$ cat src/sv/qvp_pkg.sv
// Shared types, codes and constants of the quad vertex projection block.
`timescale 1ns / 1ps
package qvp_pkg;

  // Fraction bits of an input corner coordinate and of an internal point.
  localparam int unsigned COORD_FRAC_BITS = 8;
  localparam int unsigned PT_FRAC         = 16;
  localparam int unsigned PT_SHIFT        = PT_FRAC - COORD_FRAC_BITS;

  // Width of a matrix accumulator: three 32x16 products plus a shifted term.
  localparam int unsigned ACC_W = 49;

  // Largest quotient magnitude.
  localparam logic signed [31:0] Q_MAX = 32'sh7FFF_FFFF;

  // Number of divider iterations (bits of quotient below the saturation limit).
  localparam int unsigned DIV_STEPS = 31;

  // Reset values of the configuration registers.
  localparam logic [11:0] CENTER_X_RST = 12'd512;
  localparam logic [11:0] CENTER_Y_RST = 12'd384;
  localparam logic [15:0] SCALE_RST    = 16'd4000;

  typedef enum logic [1:0] {
    CFG_CENTER_X = 2'd0,
    CFG_CENTER_Y = 2'd1,
    CFG_SCALE    = 2'd2
  } qvp_cfg_e;

  typedef enum logic {
    OP_VERTEX = 1'b0,
    OP_COEF   = 1'b1
  } qvp_op_e;

  typedef enum logic {
    MAT_CAMERA     = 1'b0,
    MAT_PROJECTION = 1'b1
  } qvp_mat_e;

  typedef enum logic [3:0] {
    ST_IDLE,
    ST_MAC,
    ST_DIV_GO,
    ST_DIV_WAIT,
    ST_SCR_MUL,
    ST_SCR_ADD,
    ST_CULL_M1,
    ST_CULL_M2,
    ST_CULL_CMP,
    ST_EMIT
  } qvp_state_e;

  // Input word.
  typedef struct packed {
    logic               kind;
    logic signed [15:0] coord_x;
    logic signed [15:0] coord_y;
    logic signed [15:0] coord_z;
    logic               matrix_select;
    logic        [3:0]  coef_index;
    logic signed [15:0] coef_value;
  } qvp_in_t;

  // Output word.
  typedef struct packed {
    logic signed [15:0] screen_x;
    logic signed [15:0] screen_y;
    logic        [1:0]  corner;
    logic               last;
  } qvp_out_t;

  // Classified command passed from the front to the back.
  typedef struct packed {
    qvp_op_e            op;
    logic signed [31:0] pt_x;
    logic signed [31:0] pt_y;
    logic signed [31:0] pt_z;
    qvp_mat_e           mat;
    logic        [3:0]  coef_index;
    logic signed [15:0] coef_value;
  } qvp_cmd_t;

  // Divider request and response.
  typedef struct packed {
    logic                    start;
    logic signed [ACC_W-1:0] num;
    logic signed [ACC_W-1:0] den;
  } qvp_div_req_t;

  typedef struct packed {
    logic               done;
    logic signed [31:0] quot;
  } qvp_div_rsp_t;

endpackage

$ cat src/sv/quad_vertex_project_cull.sv
// Top level of the quad vertex projection and backface cull block.
//
// Input channel (in_valid_i/in_ready_o/in_data_i): each word is either a quad
// corner (kind 0) or a matrix coefficient write (kind 1). A two-entry command
// queue takes words while the transform engine is busy.
// Output channel (out_valid_o/out_ready_i/out_data_o): four corner words per
// visible quad, corner 0 to 3, with last set on corner 3. Culled quads emit
// nothing. The configuration port writes the screen center and scale.
// A coefficient write is taken in the idle state; a corner occupies the engine
// until it is done. The single shared radix-2 divider performs five divides per
// corner (x, y, z after the camera matrix, x and y after projection), alongside
// two passes of the single 32x17 multiply-accumulate unit and the screen
// mapping. The fourth corner adds the cull test: two multiplies and a compare.
// Reset clears the matrices, loads the default center and scale and starts a
// new quad. When the receiver stalls, the engine holds in its emit phase and
// input words wait in the queue until it drains.
`timescale 1ns / 1ps
module quad_vertex_project_cull import qvp_pkg::*; #(
  parameter int unsigned QUEUE_DEPTH = 2
) (
  input  logic     clk_i,
  input  logic     rst_ni,
  input  logic     cfg_we_i,
  input  logic [1:0]  cfg_index_i,
  input  logic [15:0] cfg_wdata_i,
  input  logic     in_valid_i,
  output logic     in_ready_o,
  input  qvp_in_t  in_data_i,
  output logic     out_valid_o,
  input  logic     out_ready_i,
  output qvp_out_t out_data_o
);

  logic         cmd_valid, cmd_ready;
  qvp_cmd_t     cmd;
  qvp_div_req_t div_req;
  qvp_div_rsp_t div_rsp;

  qvp_front #(.QUEUE_DEPTH(QUEUE_DEPTH)) u_front (
    .clk_i       (clk_i),
    .rst_ni      (rst_ni),
    .in_valid_i  (in_valid_i),
    .in_ready_o  (in_ready_o),
    .in_data_i   (in_data_i),
    .cmd_valid_o (cmd_valid),
    .cmd_ready_i (cmd_ready),
    .cmd_o       (cmd)
  );

  qvp_div u_div (
    .clk_i  (clk_i),
    .rst_ni (rst_ni),
    .req_i  (div_req),
    .rsp_o  (div_rsp)
  );

  qvp_back u_back (
    .clk_i       (clk_i),
    .rst_ni      (rst_ni),
    .cfg_we_i    (cfg_we_i),
    .cfg_index_i (cfg_index_i),
    .cfg_wdata_i (cfg_wdata_i),
    .cmd_valid_i (cmd_valid),
    .cmd_ready_o (cmd_ready),
    .cmd_i       (cmd),
    .div_req_o   (div_req),
    .div_rsp_i   (div_rsp),
    .out_valid_o (out_valid_o),
    .out_ready_i (out_ready_i),
    .out_data_o  (out_data_o)
  );

endmodule

$ cat src/sv/qvp_front.sv
// Front end: accepts input words, classifies them and queues commands.
`timescale 1ns / 1ps
module qvp_front import qvp_pkg::*; #(
  parameter int unsigned QUEUE_DEPTH = 2
) (
  input  logic     clk_i,
  input  logic     rst_ni,
  input  logic     in_valid_i,
  output logic     in_ready_o,
  input  qvp_in_t  in_data_i,
  output logic     cmd_valid_o,
  input  logic     cmd_ready_i,
  output qvp_cmd_t cmd_o
);

  localparam int unsigned PTR_W = (QUEUE_DEPTH > 1) ? $clog2(QUEUE_DEPTH) : 1;
  localparam int unsigned CNT_W = $clog2(QUEUE_DEPTH + 1);

  qvp_cmd_t             queue_q [QUEUE_DEPTH];
  logic     [PTR_W-1:0] wr_ptr_q, rd_ptr_q;
  logic     [CNT_W-1:0] count_q;
  qvp_cmd_t             cmd_new;
  logic                 push, pop;

  // Classify the word and bring the coordinates to the internal point format.
  always_comb begin
    cmd_new.op         = in_data_i.kind ? OP_COEF : OP_VERTEX;
    cmd_new.pt_x       = 32'(in_data_i.coord_x) <<< PT_SHIFT;
    cmd_new.pt_y       = 32'(in_data_i.coord_y) <<< PT_SHIFT;
    cmd_new.pt_z       = 32'(in_data_i.coord_z) <<< PT_SHIFT;
    cmd_new.mat        = in_data_i.matrix_select ? MAT_PROJECTION : MAT_CAMERA;
    cmd_new.coef_index = in_data_i.coef_index;
    cmd_new.coef_value = in_data_i.coef_value;
  end

  assign in_ready_o  = (count_q != CNT_W'(QUEUE_DEPTH));
  assign cmd_valid_o = (count_q != '0);
  assign cmd_o       = queue_q[rd_ptr_q];
  assign push        = in_valid_i && in_ready_o;
  assign pop         = cmd_valid_o && cmd_ready_i;

  // Queue pointers and fill count.
  always_ff @(posedge clk_i or negedge rst_ni) begin
    if (!rst_ni) begin
      wr_ptr_q <= '0;
      rd_ptr_q <= '0;
      count_q  <= '0;
    end else begin
      if (push) begin
        wr_ptr_q <= (wr_ptr_q == PTR_W'(QUEUE_DEPTH - 1)) ? '0 : wr_ptr_q + 1'b1;
      end
      if (pop) begin
        rd_ptr_q <= (rd_ptr_q == PTR_W'(QUEUE_DEPTH - 1)) ? '0 : rd_ptr_q + 1'b1;
      end
      if (push && !pop) begin
        count_q <= count_q + 1'b1;
      end else if (pop && !push) begin
        count_q <= count_q - 1'b1;
      end
    end
  end

  // Queue storage.
  always_ff @(posedge clk_i) begin
    if (push) begin
      queue_q[wr_ptr_q] <= cmd_new;
    end
  end

endmodule

$ cat src/sv/qvp_div.sv
// Iterative signed fixed-point divider, one quotient bit per cycle.
`timescale 1ns / 1ps
module qvp_div import qvp_pkg::*; (
  input  logic         clk_i,
  input  logic         rst_ni,
  input  qvp_div_req_t req_i,
  output qvp_div_rsp_t rsp_o
);

  logic                    busy_q, done_q, neg_q;
  logic [4:0]              cnt_q;
  logic [ACC_W:0]          rem_q;
  logic [DIV_STEPS-1:0]    sh_q, quo_q;
  logic [ACC_W-1:0]        ud_q;
  logic signed [31:0]      res_q;
  logic [ACC_W-1:0]        un, ud;
  logic                    neg, ovf;
  logic [ACC_W:0]          trial;
  logic                    ge;
  logic [DIV_STEPS-1:0]    quo_next;

  // Magnitudes and the saturation check on the integer part.
  always_comb begin
    un    = req_i.num[ACC_W-1] ? ACC_W'(-req_i.num) : ACC_W'(req_i.num);
    ud    = req_i.den[ACC_W-1] ? ACC_W'(-req_i.den) : ACC_W'(req_i.den);
    neg   = req_i.num[ACC_W-1] != req_i.den[ACC_W-1];
    ovf   = {15'd0, un} >= {ud, 15'd0};
    trial = {rem_q[ACC_W-1:0], sh_q[DIV_STEPS-1]};
    ge    = trial >= {1'b0, ud_q};
    quo_next = {quo_q[DIV_STEPS-2:0], ge};
  end

  // Control.
  always_ff @(posedge clk_i or negedge rst_ni) begin
    if (!rst_ni) begin
      busy_q <= 1'b0;
      done_q <= 1'b0;
      cnt_q  <= '0;
    end else begin
      done_q <= 1'b0;
      if (busy_q) begin
        cnt_q <= cnt_q - 1'b1;
        if (cnt_q == 5'd1) begin
          busy_q <= 1'b0;
          done_q <= 1'b1;
        end
      end else if (req_i.start) begin
        if (req_i.den == '0 || ovf) begin
          done_q <= 1'b1;
        end else begin
          busy_q <= 1'b1;
          cnt_q  <= 5'(DIV_STEPS);
        end
      end
    end
  end

  // Datapath: restoring division of |num| * 2^16 by |den|.
  always_ff @(posedge clk_i) begin
    if (busy_q) begin
      rem_q <= ge ? trial - {1'b0, ud_q} : trial;
      sh_q  <= {sh_q[DIV_STEPS-2:0], 1'b0};
      quo_q <= quo_next;
      if (cnt_q == 5'd1) begin
        res_q <= neg_q ? -$signed({1'b0, quo_next}) : $signed({1'b0, quo_next});
      end
    end else if (req_i.start) begin
      neg_q <= neg;
      ud_q  <= ud;
      rem_q <= (ACC_W + 1)'(un >> 15);
      sh_q  <= {un[14:0], 16'd0};
      quo_q <= '0;
      if (req_i.den == '0) begin
        if (req_i.num == '0) begin
          res_q <= '0;
        end else begin
          res_q <= req_i.num[ACC_W-1] ? -Q_MAX : Q_MAX;
        end
      end else if (ovf) begin
        res_q <= neg ? -Q_MAX : Q_MAX;
      end
    end
  end

  assign rsp_o.done = done_q;
  assign rsp_o.quot = res_q;

endmodule

$ cat src/sv/qvp_back.sv
// Back end: matrix transforms, perspective divides, screen mapping and culling.
`timescale 1ns / 1ps
module qvp_back import qvp_pkg::*; (
  input  logic         clk_i,
  input  logic         rst_ni,
  input  logic         cfg_we_i,
  input  logic [1:0]   cfg_index_i,
  input  logic [15:0]  cfg_wdata_i,
  input  logic         cmd_valid_i,
  output logic         cmd_ready_o,
  input  qvp_cmd_t     cmd_i,
  output qvp_div_req_t div_req_o,
  input  qvp_div_rsp_t div_rsp_i,
  output logic         out_valid_o,
  input  logic         out_ready_i,
  output qvp_out_t     out_data_o
);

  qvp_state_e state_q, state_d;
  qvp_mat_e   mat_q;
  logic [4:0] k_q;
  logic [1:0] d_idx_q, cnt_q, e_q;
  logic       prod_vld_q;
  logic [3:0] prod_idx_q;

  logic signed [15:0]      cam_m_q [16];
  logic signed [15:0]      prj_m_q [16];
  logic        [11:0]      center_x_q, center_y_q;
  logic        [15:0]      scale_q;
  logic signed [ACC_W-1:0] acc_q [4];
  logic signed [31:0]      v_q [3];
  logic signed [ACC_W-1:0] prod_q, p1_q;
  logic signed [15:0]      sx_q [4];
  logic signed [15:0]      sy_q [4];

  logic signed [31:0]      mul_a;
  logic signed [16:0]      mul_b;
  logic signed [ACC_W-1:0] mul_p;
  logic        [3:0]       m_idx;
  logic signed [15:0]      m_coef;
  logic signed [31:0]      v_sel;
  logic signed [32:0]      scr_t;
  logic signed [33:0]      scr_sum;
  logic signed [15:0]      scr_val;
  logic signed [16:0]      ax, ay, bx, by;
  logic                    last_div;

  // Coefficient for MAC step k: row k[1:0], column k[3:2].
  assign m_idx  = {k_q[1:0], k_q[3:2]};
  assign m_coef = (mat_q == MAT_PROJECTION) ? prj_m_q[m_idx] : cam_m_q[m_idx];

  always_comb begin
    case (k_q[1:0])
      2'd0:    v_sel = v_q[0];
      2'd1:    v_sel = v_q[1];
      2'd2:    v_sel = v_q[2];
      default: v_sel = 32'sh0001_0000;
    endcase
  end

  // Cull edges from the stored screen corners.
  assign ax = 17'(sx_q[1]) - 17'(sx_q[0]);
  assign ay = 17'(sy_q[1]) - 17'(sy_q[0]);
  assign bx = 17'(sx_q[0]) - 17'(sx_q[3]);
  assign by = 17'(sy_q[0]) - 17'(sy_q[3]);

  // Shared multiplier operand selection.
  always_comb begin
    mul_a = '0;
    mul_b = '0;
    case (state_q)
      ST_MAC: begin
        mul_a = v_sel;
        mul_b = 17'(m_coef);
      end
      ST_SCR_MUL: begin
        mul_a = d_idx_q[0] ? v_q[1] : v_q[0];
        mul_b = $signed({1'b0, scale_q});
      end
      ST_CULL_M1: begin
        mul_a = 32'(ax);
        mul_b = by;
      end
      ST_CULL_M2: begin
        mul_a = 32'(ay);
        mul_b = bx;
      end
      default: begin
        mul_a = '0;
        mul_b = '0;
      end
    endcase
  end
  assign mul_p = mul_a * mul_b;

  // Screen value: truncate toward zero, add the center, saturate.
  always_comb begin
    scr_t = 33'(prod_q >>> PT_FRAC);
    if (prod_q[ACC_W-1] && (prod_q[PT_FRAC-1:0] != '0)) begin
      scr_t = scr_t + 33'sd1;
    end
    scr_sum = 34'(scr_t) + $signed({22'd0, (d_idx_q[0] ? center_y_q : center_x_q)});
    if (scr_sum > 34'sd32767) begin
      scr_val = 16'sh7FFF;
    end else if (scr_sum < -34'sd32768) begin
      scr_val = -16'sh8000;
    end else begin
      scr_val = 16'(scr_sum);
    end
  end

  assign last_div = (mat_q == MAT_PROJECTION) ? (d_idx_q == 2'd1) : (d_idx_q == 2'd2);

  // Next state and handshake outputs.
  always_comb begin
    state_d     = state_q;
    cmd_ready_o = 1'b0;
    out_valid_o = 1'b0;
    div_req_o.start = 1'b0;
    div_req_o.num   = acc_q[d_idx_q];
    div_req_o.den   = acc_q[3];
    case (state_q)
      ST_IDLE: begin
        cmd_ready_o = 1'b1;
        if (cmd_valid_i && cmd_i.op == OP_VERTEX) begin
          state_d = ST_MAC;
        end
      end
      ST_MAC: begin
        if (k_q == 5'd16) begin
          state_d = ST_DIV_GO;
        end
      end
      ST_DIV_GO: begin
        div_req_o.start = 1'b1;
        state_d = ST_DIV_WAIT;
      end
      ST_DIV_WAIT: begin
        if (div_rsp_i.done) begin
          if (!last_div) begin
            state_d = ST_DIV_GO;
          end else if (mat_q == MAT_CAMERA) begin
            state_d = ST_MAC;
          end else begin
            state_d = ST_SCR_MUL;
          end
        end
      end
      ST_SCR_MUL: state_d = ST_SCR_ADD;
      ST_SCR_ADD: begin
        if (!d_idx_q[0]) begin
          state_d = ST_SCR_MUL;
        end else if (cnt_q == 2'd3) begin
          state_d = ST_CULL_M1;
        end else begin
          state_d = ST_IDLE;
        end
      end
      ST_CULL_M1: state_d = ST_CULL_M2;
      ST_CULL_M2: state_d = ST_CULL_CMP;
      ST_CULL_CMP: begin
        state_d = (p1_q > prod_q) ? ST_IDLE : ST_EMIT;
      end
      ST_EMIT: begin
        out_valid_o = 1'b1;
        if (out_ready_i && e_q == 2'd3) begin
          state_d = ST_IDLE;
        end
      end
      default: state_d = ST_IDLE;
    endcase
  end

  assign out_data_o.screen_x = sx_q[e_q];
  assign out_data_o.screen_y = sy_q[e_q];
  assign out_data_o.corner   = e_q;
  assign out_data_o.last     = (e_q == 2'd3);

  // State register, sequencing counters, matrices and configuration.
  always_ff @(posedge clk_i or negedge rst_ni) begin
    if (!rst_ni) begin
      state_q    <= ST_IDLE;
      mat_q      <= MAT_CAMERA;
      k_q        <= '0;
      d_idx_q    <= '0;
      cnt_q      <= '0;
      e_q        <= '0;
      prod_vld_q <= 1'b0;
      prod_idx_q <= '0;
      center_x_q <= CENTER_X_RST;
      center_y_q <= CENTER_Y_RST;
      scale_q    <= SCALE_RST;
      for (int i = 0; i < 16; i++) begin
        cam_m_q[i] <= '0;
        prj_m_q[i] <= '0;
      end
    end else begin
      state_q    <= state_d;
      prod_vld_q <= 1'b0;
      if (cfg_we_i) begin
        case (cfg_index_i)
          CFG_CENTER_X: center_x_q <= cfg_wdata_i[11:0];
          CFG_CENTER_Y: center_y_q <= cfg_wdata_i[11:0];
          CFG_SCALE:    scale_q    <= cfg_wdata_i;
          default: ;
        endcase
      end
      case (state_q)
        ST_IDLE: begin
          if (cmd_valid_i) begin
            if (cmd_i.op == OP_COEF) begin
              if (cmd_i.mat == MAT_PROJECTION) begin
                prj_m_q[cmd_i.coef_index] <= cmd_i.coef_value;
              end else begin
                cam_m_q[cmd_i.coef_index] <= cmd_i.coef_value;
              end
            end else begin
              mat_q <= MAT_CAMERA;
              k_q   <= '0;
            end
          end
        end
        ST_MAC: begin
          if (k_q != 5'd16) begin
            prod_vld_q <= 1'b1;
            prod_idx_q <= k_q[3:0];
            k_q        <= k_q + 1'b1;
          end
          d_idx_q <= '0;
        end
        ST_DIV_WAIT: begin
          if (div_rsp_i.done) begin
            if (!last_div) begin
              d_idx_q <= d_idx_q + 1'b1;
            end else if (mat_q == MAT_CAMERA) begin
              mat_q <= MAT_PROJECTION;
              k_q   <= '0;
            end else begin
              d_idx_q <= '0;
            end
          end
        end
        ST_SCR_ADD: begin
          if (!d_idx_q[0]) begin
            d_idx_q <= 2'd1;
          end else begin
            cnt_q <= cnt_q + 1'b1;
          end
        end
        ST_CULL_CMP: e_q <= '0;
        ST_EMIT: begin
          if (out_ready_i) begin
            e_q <= e_q + 1'b1;
          end
        end
        default: ;
      endcase
    end
  end

  // Datapath registers.
  always_ff @(posedge clk_i) begin
    prod_q <= mul_p;
    if (prod_vld_q) begin
      if (prod_idx_q[1:0] == 2'd0) begin
        acc_q[prod_idx_q[3:2]] <= prod_q;
      end else begin
        acc_q[prod_idx_q[3:2]] <= acc_q[prod_idx_q[3:2]] + prod_q;
      end
    end
    if (state_q == ST_IDLE && cmd_valid_i && cmd_i.op == OP_VERTEX) begin
      v_q[0] <= cmd_i.pt_x;
      v_q[1] <= cmd_i.pt_y;
      v_q[2] <= cmd_i.pt_z;
    end
    if (state_q == ST_DIV_WAIT && div_rsp_i.done) begin
      case (d_idx_q)
        2'd0:    v_q[0] <= div_rsp_i.quot;
        2'd1:    v_q[1] <= div_rsp_i.quot;
        default: v_q[2] <= div_rsp_i.quot;
      endcase
    end
    if (state_q == ST_SCR_ADD) begin
      if (d_idx_q[0]) begin
        sy_q[cnt_q] <= scr_val;
      end else begin
        sx_q[cnt_q] <= scr_val;
      end
    end
    if (state_q == ST_CULL_M2) begin
      p1_q <= prod_q;
    end
  end

endmodule

$ cat config.mk
export PLATFORM = sky130hd
export DESIGN_NAME = quad_vertex_project_cull
export DESIGN_NICKNAME = d
export VERILOG_FILES = /design/src/sv/qvp_pkg.sv /design/src/sv/quad_vertex_project_cull.sv /design/src/sv/qvp_front.sv /design/src/sv/qvp_div.sv /design/src/sv/qvp_back.sv
export SDC_FILE = /design/constraint.sdc
export NUM_CORES = 2
export LEC_CHECK = 0
export BUFFER_PORTS_ARGS = -buffer_cell sky130_fd_sc_hd__buf_2
export CAP_MARGIN = 5
export CELL_PAD_IN_SITES_DETAIL_PLACEMENT = 0
export CELL_PAD_IN_SITES_GLOBAL_PLACEMENT = 1
export CORE_ASPECT_RATIO = 2
export CORE_MARGIN = 10
export CORE_UTILIZATION = 52
export DETAILED_ROUTE_END_ITERATION = 8
export PLACE_DENSITY_LB_ADDON = 0.12
export SYNTH_ARGS = -nofsm -noshare
export SYNTH_HDL_FRONTEND = slang
export SYNTH_SLANG_ARGS = --single-unit
export TNS_END_PERCENT = 1
$ cat constraint.sdc
create_clock -name clk_i -period 12.7 [get_ports clk_i]
set_input_delay 3.175 -clock clk_i [delete_from_list [all_inputs] [get_ports clk_i]]
set_output_delay 3.175 -clock clk_i [all_outputs]
set_load 0.05 [all_outputs]
==> out/metrics.yaml <==
route:
  viasPerCell: 6.03
  antenna_left: 0
  post_drt_wl_per_cell_um: 27.4
  wl_um: 298000
  drc: 0
  first_iter_violations: 4944
  via_count: 65400
  drtPass1Iterations: 7
clock_tree:
  post_cts_buffers: 0
  tritoncts: "yes"
  cts-resized-gates: 0
  cts_root_buf: "clkbuf_16"
  h-tree-depth: 4
  clkLatencyLatePin_ns: 0.83
  cts_buffers: 142
  path_clk_slew_ns: 0.08
  cts_num_sinks: 1418
  clk_path_buf_depth: 4
  hold_buffers: 0
die:
  start_util: 0.523
  die_w_um: 317
  core_area_um2: 175000
  io-pin-count: 130
  die_h_um: 614
  fp.dieArea_um2: 194000
  std_cell_rows: 217
global_route:
  grt_pass1_wl_um: 442000
  met1_usage: 0.321
  track_usage: 0.308
  grt_antenna_before_repair: 16
  grt.met2_usage: 0.562
  grt_start_max_net_pins: 124
  grt_pass1_vias: 68700
  use_met3: 0.0392
  grt_overflow: 0
  top_usage_layer: "met2"
synthesis:
  yosys_warnings: 0
  synth-edff-count: 785
  synth-seq-cells: 1418
  syn_area_per_cell_um2: 10.8
  synth.cell_area_um2: 91700
  synthFlopType: "edfxtp_1"
  syn-num-nets: 9470
  syn_inst: 8459
  synth_cell_types: 101
  ys_async_sr_fraction: 0.412
  synth_seq_area_share: 0.427
status:
  outcome: "complete, no violations"
power:
  ir_drop_v: 0.000168
  power_mw: 24.3
  p_per_area_nw_per_um2: 243
  leakage_nw: 42.5
sta:
  clock_skew_ns: 0.112
  slew_violations: 0
  max-slew-margin-rel: 0.0730
  worstMarginPinSlew_ns: 1.38
  finalSetupViolCount: 0
  period_share: 0.878
  fmaxAchievable_ghz: 0.0897
  final.min_clock_period_ns: 11.14
  finalHoldViolCount: 0
  fin_setup_tns_ns: 0
  rsz0062_at_grt: "false"
placement:
  dpl.hpwl_um: 227000
  place.gp.congestion: 0.981
  placed_cells: 10600
  io_buffers: 129
critical_path:
  cp_data_arrival_time_ns: 11.76
  start_kind: "register"
  cpPeakStageDelay_ns: 0.95
  reg2reg_from: "u_back.sy_q[0][0]$_DFFE_PP_"
  critPathLaunch: "u_back.sy_q[0][0]$_DFFE_PP_"
  crit_path_top_delay_cell: "o311ai_1"
  cp_max_fo: 6
  crit_path_frequent_cell: "fa_1"
  critPathRequiredTime_ns: 13.31
  critPathKind: "register to register"
  cp-end-kind: "register"
finish:
  drive_gt1_frac: 0.119
  syn_to_final_growth_pct: 8.88
  register_area_um2: 39200
  nNetsFinal: 9463
  multiInputGateArea_um2: 48200
  layout_common_cells: "924 x nand2_1, 814 x inv_1, 785 x edfxtp_1"
  fin_cells: 10900
  layout_commonest_cell: "nand2_1"
  fill_cells: 15200
worst_hold_path:
  min_from: "u_back.prj_m_q[70]$_DFFE_PN0P_"
  hp-class: "register to register"
flow_run:
  drv_cap: 0
## layer usage
layer	wire, um	part of all wire	up-vias
met1	101000	0.34	33300
met2	157000	0.53	1963
li1	-	-	29400
met3	13100	0.044	769
met5	72	0.00024	-
met4	26500	0.089	10
## worst max-delay path, delay by kind of cell (launching register included)
| family | cells | cell delay (ns) |
|---|---|---|
| buffers and inverters | 4 | 0.26 |
| adder cells (fa/ha/maj) | 9 | 4.25 |
| XOR/XNOR | 1 | 0.13 |
| AO/OA/AOI/OAI | 16 | 5.38 |
| flip-flops | 1 | 0.42 |
| AND/OR/NAND/NOR | 4 | 0.50 |
## power by group
part / switching, mW / leakage (nW) / internal [mW]
combinational: 7.88 / 24.7 / 4.50
sequential: 0.996 / 15.6 / 6.73
clock: 1.85 / 2.18 / 2.31
total: 10.7 / 42.5 / 13.5
## state kept, by name, indices dropped and copies added (netlist names), 64 cells and up
| name | count |
|---|---|
| u_back.v_q | 96 |
| u_front.queue_q | 140 |
| u_back.acc_q | 196 |
| u_back.sy_q | 64 |
| u_back.cam_m_q | 256 |
| u_back.prj_m_q | 256 |
| u_back.sx_q | 64 |
## worst paths after layout
check,slack (ns),endpoint,depth (start not counted)
min,0.48,u_back.prj_m_q[70]$_DFFE_PN0P_,2
max,1.56,u_back.prod_q[48]$_DFF_P_,34
max in group asynchronous,7.83,u_front.rd_ptr_q$_DFFE_PN0P_,3
max reg2reg,1.56,u_back.prod_q[48]$_DFF_P_,34
min reg2reg,0.48,u_back.prj_m_q[70]$_DFFE_PN0P_,2
min in group asynchronous,2.49,u_back.cam_m_q[153]$_DFFE_PN0P_,1
## Yosys cell counts (all sizes together), types with 31 or more instances
library cell / count / area share
nand2: 927 / 0.038
inv: 818 / 0.033
edfxtp: 785 / 0.26
nor2: 748 / 0.031
o21ai: 576 / 0.031
dfrtp: 575 / 0.16
a21oi: 533 / 0.029
fa: 529 / 0.12
ha: 389 / 0.053
clkbuf: 386 / 0.016
mux4: 289 / 0.071
xnor2: 220 / 0.021
xor2: 133 / 0.013
a21o: 132 / 0.011
mux2i: 129 / 0.014
nor3: 94 / 0.0054
nand3: 91 / 0.0050
nand2b: 89 / 0.0061
and2: 83 / 0.0057
buf: 73 / 0.0040
nor2b: 68 / 0.0046
mux2: 65 / 0.0080
or3: 54 / 0.0039
dfxtp: 49 / 0.011
nand4: 46 / 0.0032
o22ai: 45 / 0.0031
o31ai: 43 / 0.0037
nor4: 36 / 0.0034
and3: 32 / 0.0022
a222oi: 31 / 0.0034
## stage by stage
step                      utilization  hold WS (ns)  setup WS (ns)  cell area (um^2)
after global routing            0.570         0.498          0.935             99800
after CTS                       0.570         0.479           1.65             99800
after global placement          0.544         0.456           1.53             95300
after floorplan                     -         0.431           2.95             91700
final                           0.570         0.477           1.56             99800
after detailed placement        0.544         0.465           1.79             95400
## logic make-up (layout without fill, tap and decap cells)
family / count (synthesis) / in the layout / synth area share
AND/OR/NAND/NOR: 2345 / 2345 / 0.115
AO/OA/AOI/OAI: 1665 / 1665 / 0.109
flip-flops: 1418 / 1418 / 0.427
buffers and inverters: 1277 / 1368 / 0.0533
adder cells (fa/ha/maj): 918 / 918 / 0.169
multiplexers: 483 / 483 / 0.0931
XOR/XNOR: 353 / 353 / 0.0337
other: 0 / 3 / 0
## final cells by class
cell class	instances	area share
antenna	3	0.0000752
clock buffer	187	0.0395
clock inverter	55	0.00494
inverter	818	0.0308
multi-input combinational	5764	0.483
sequential	1418	0.393
tap	2299	0.0288
timing repair buffer	308	0.0205
Power figures use the tool's default switching activity.
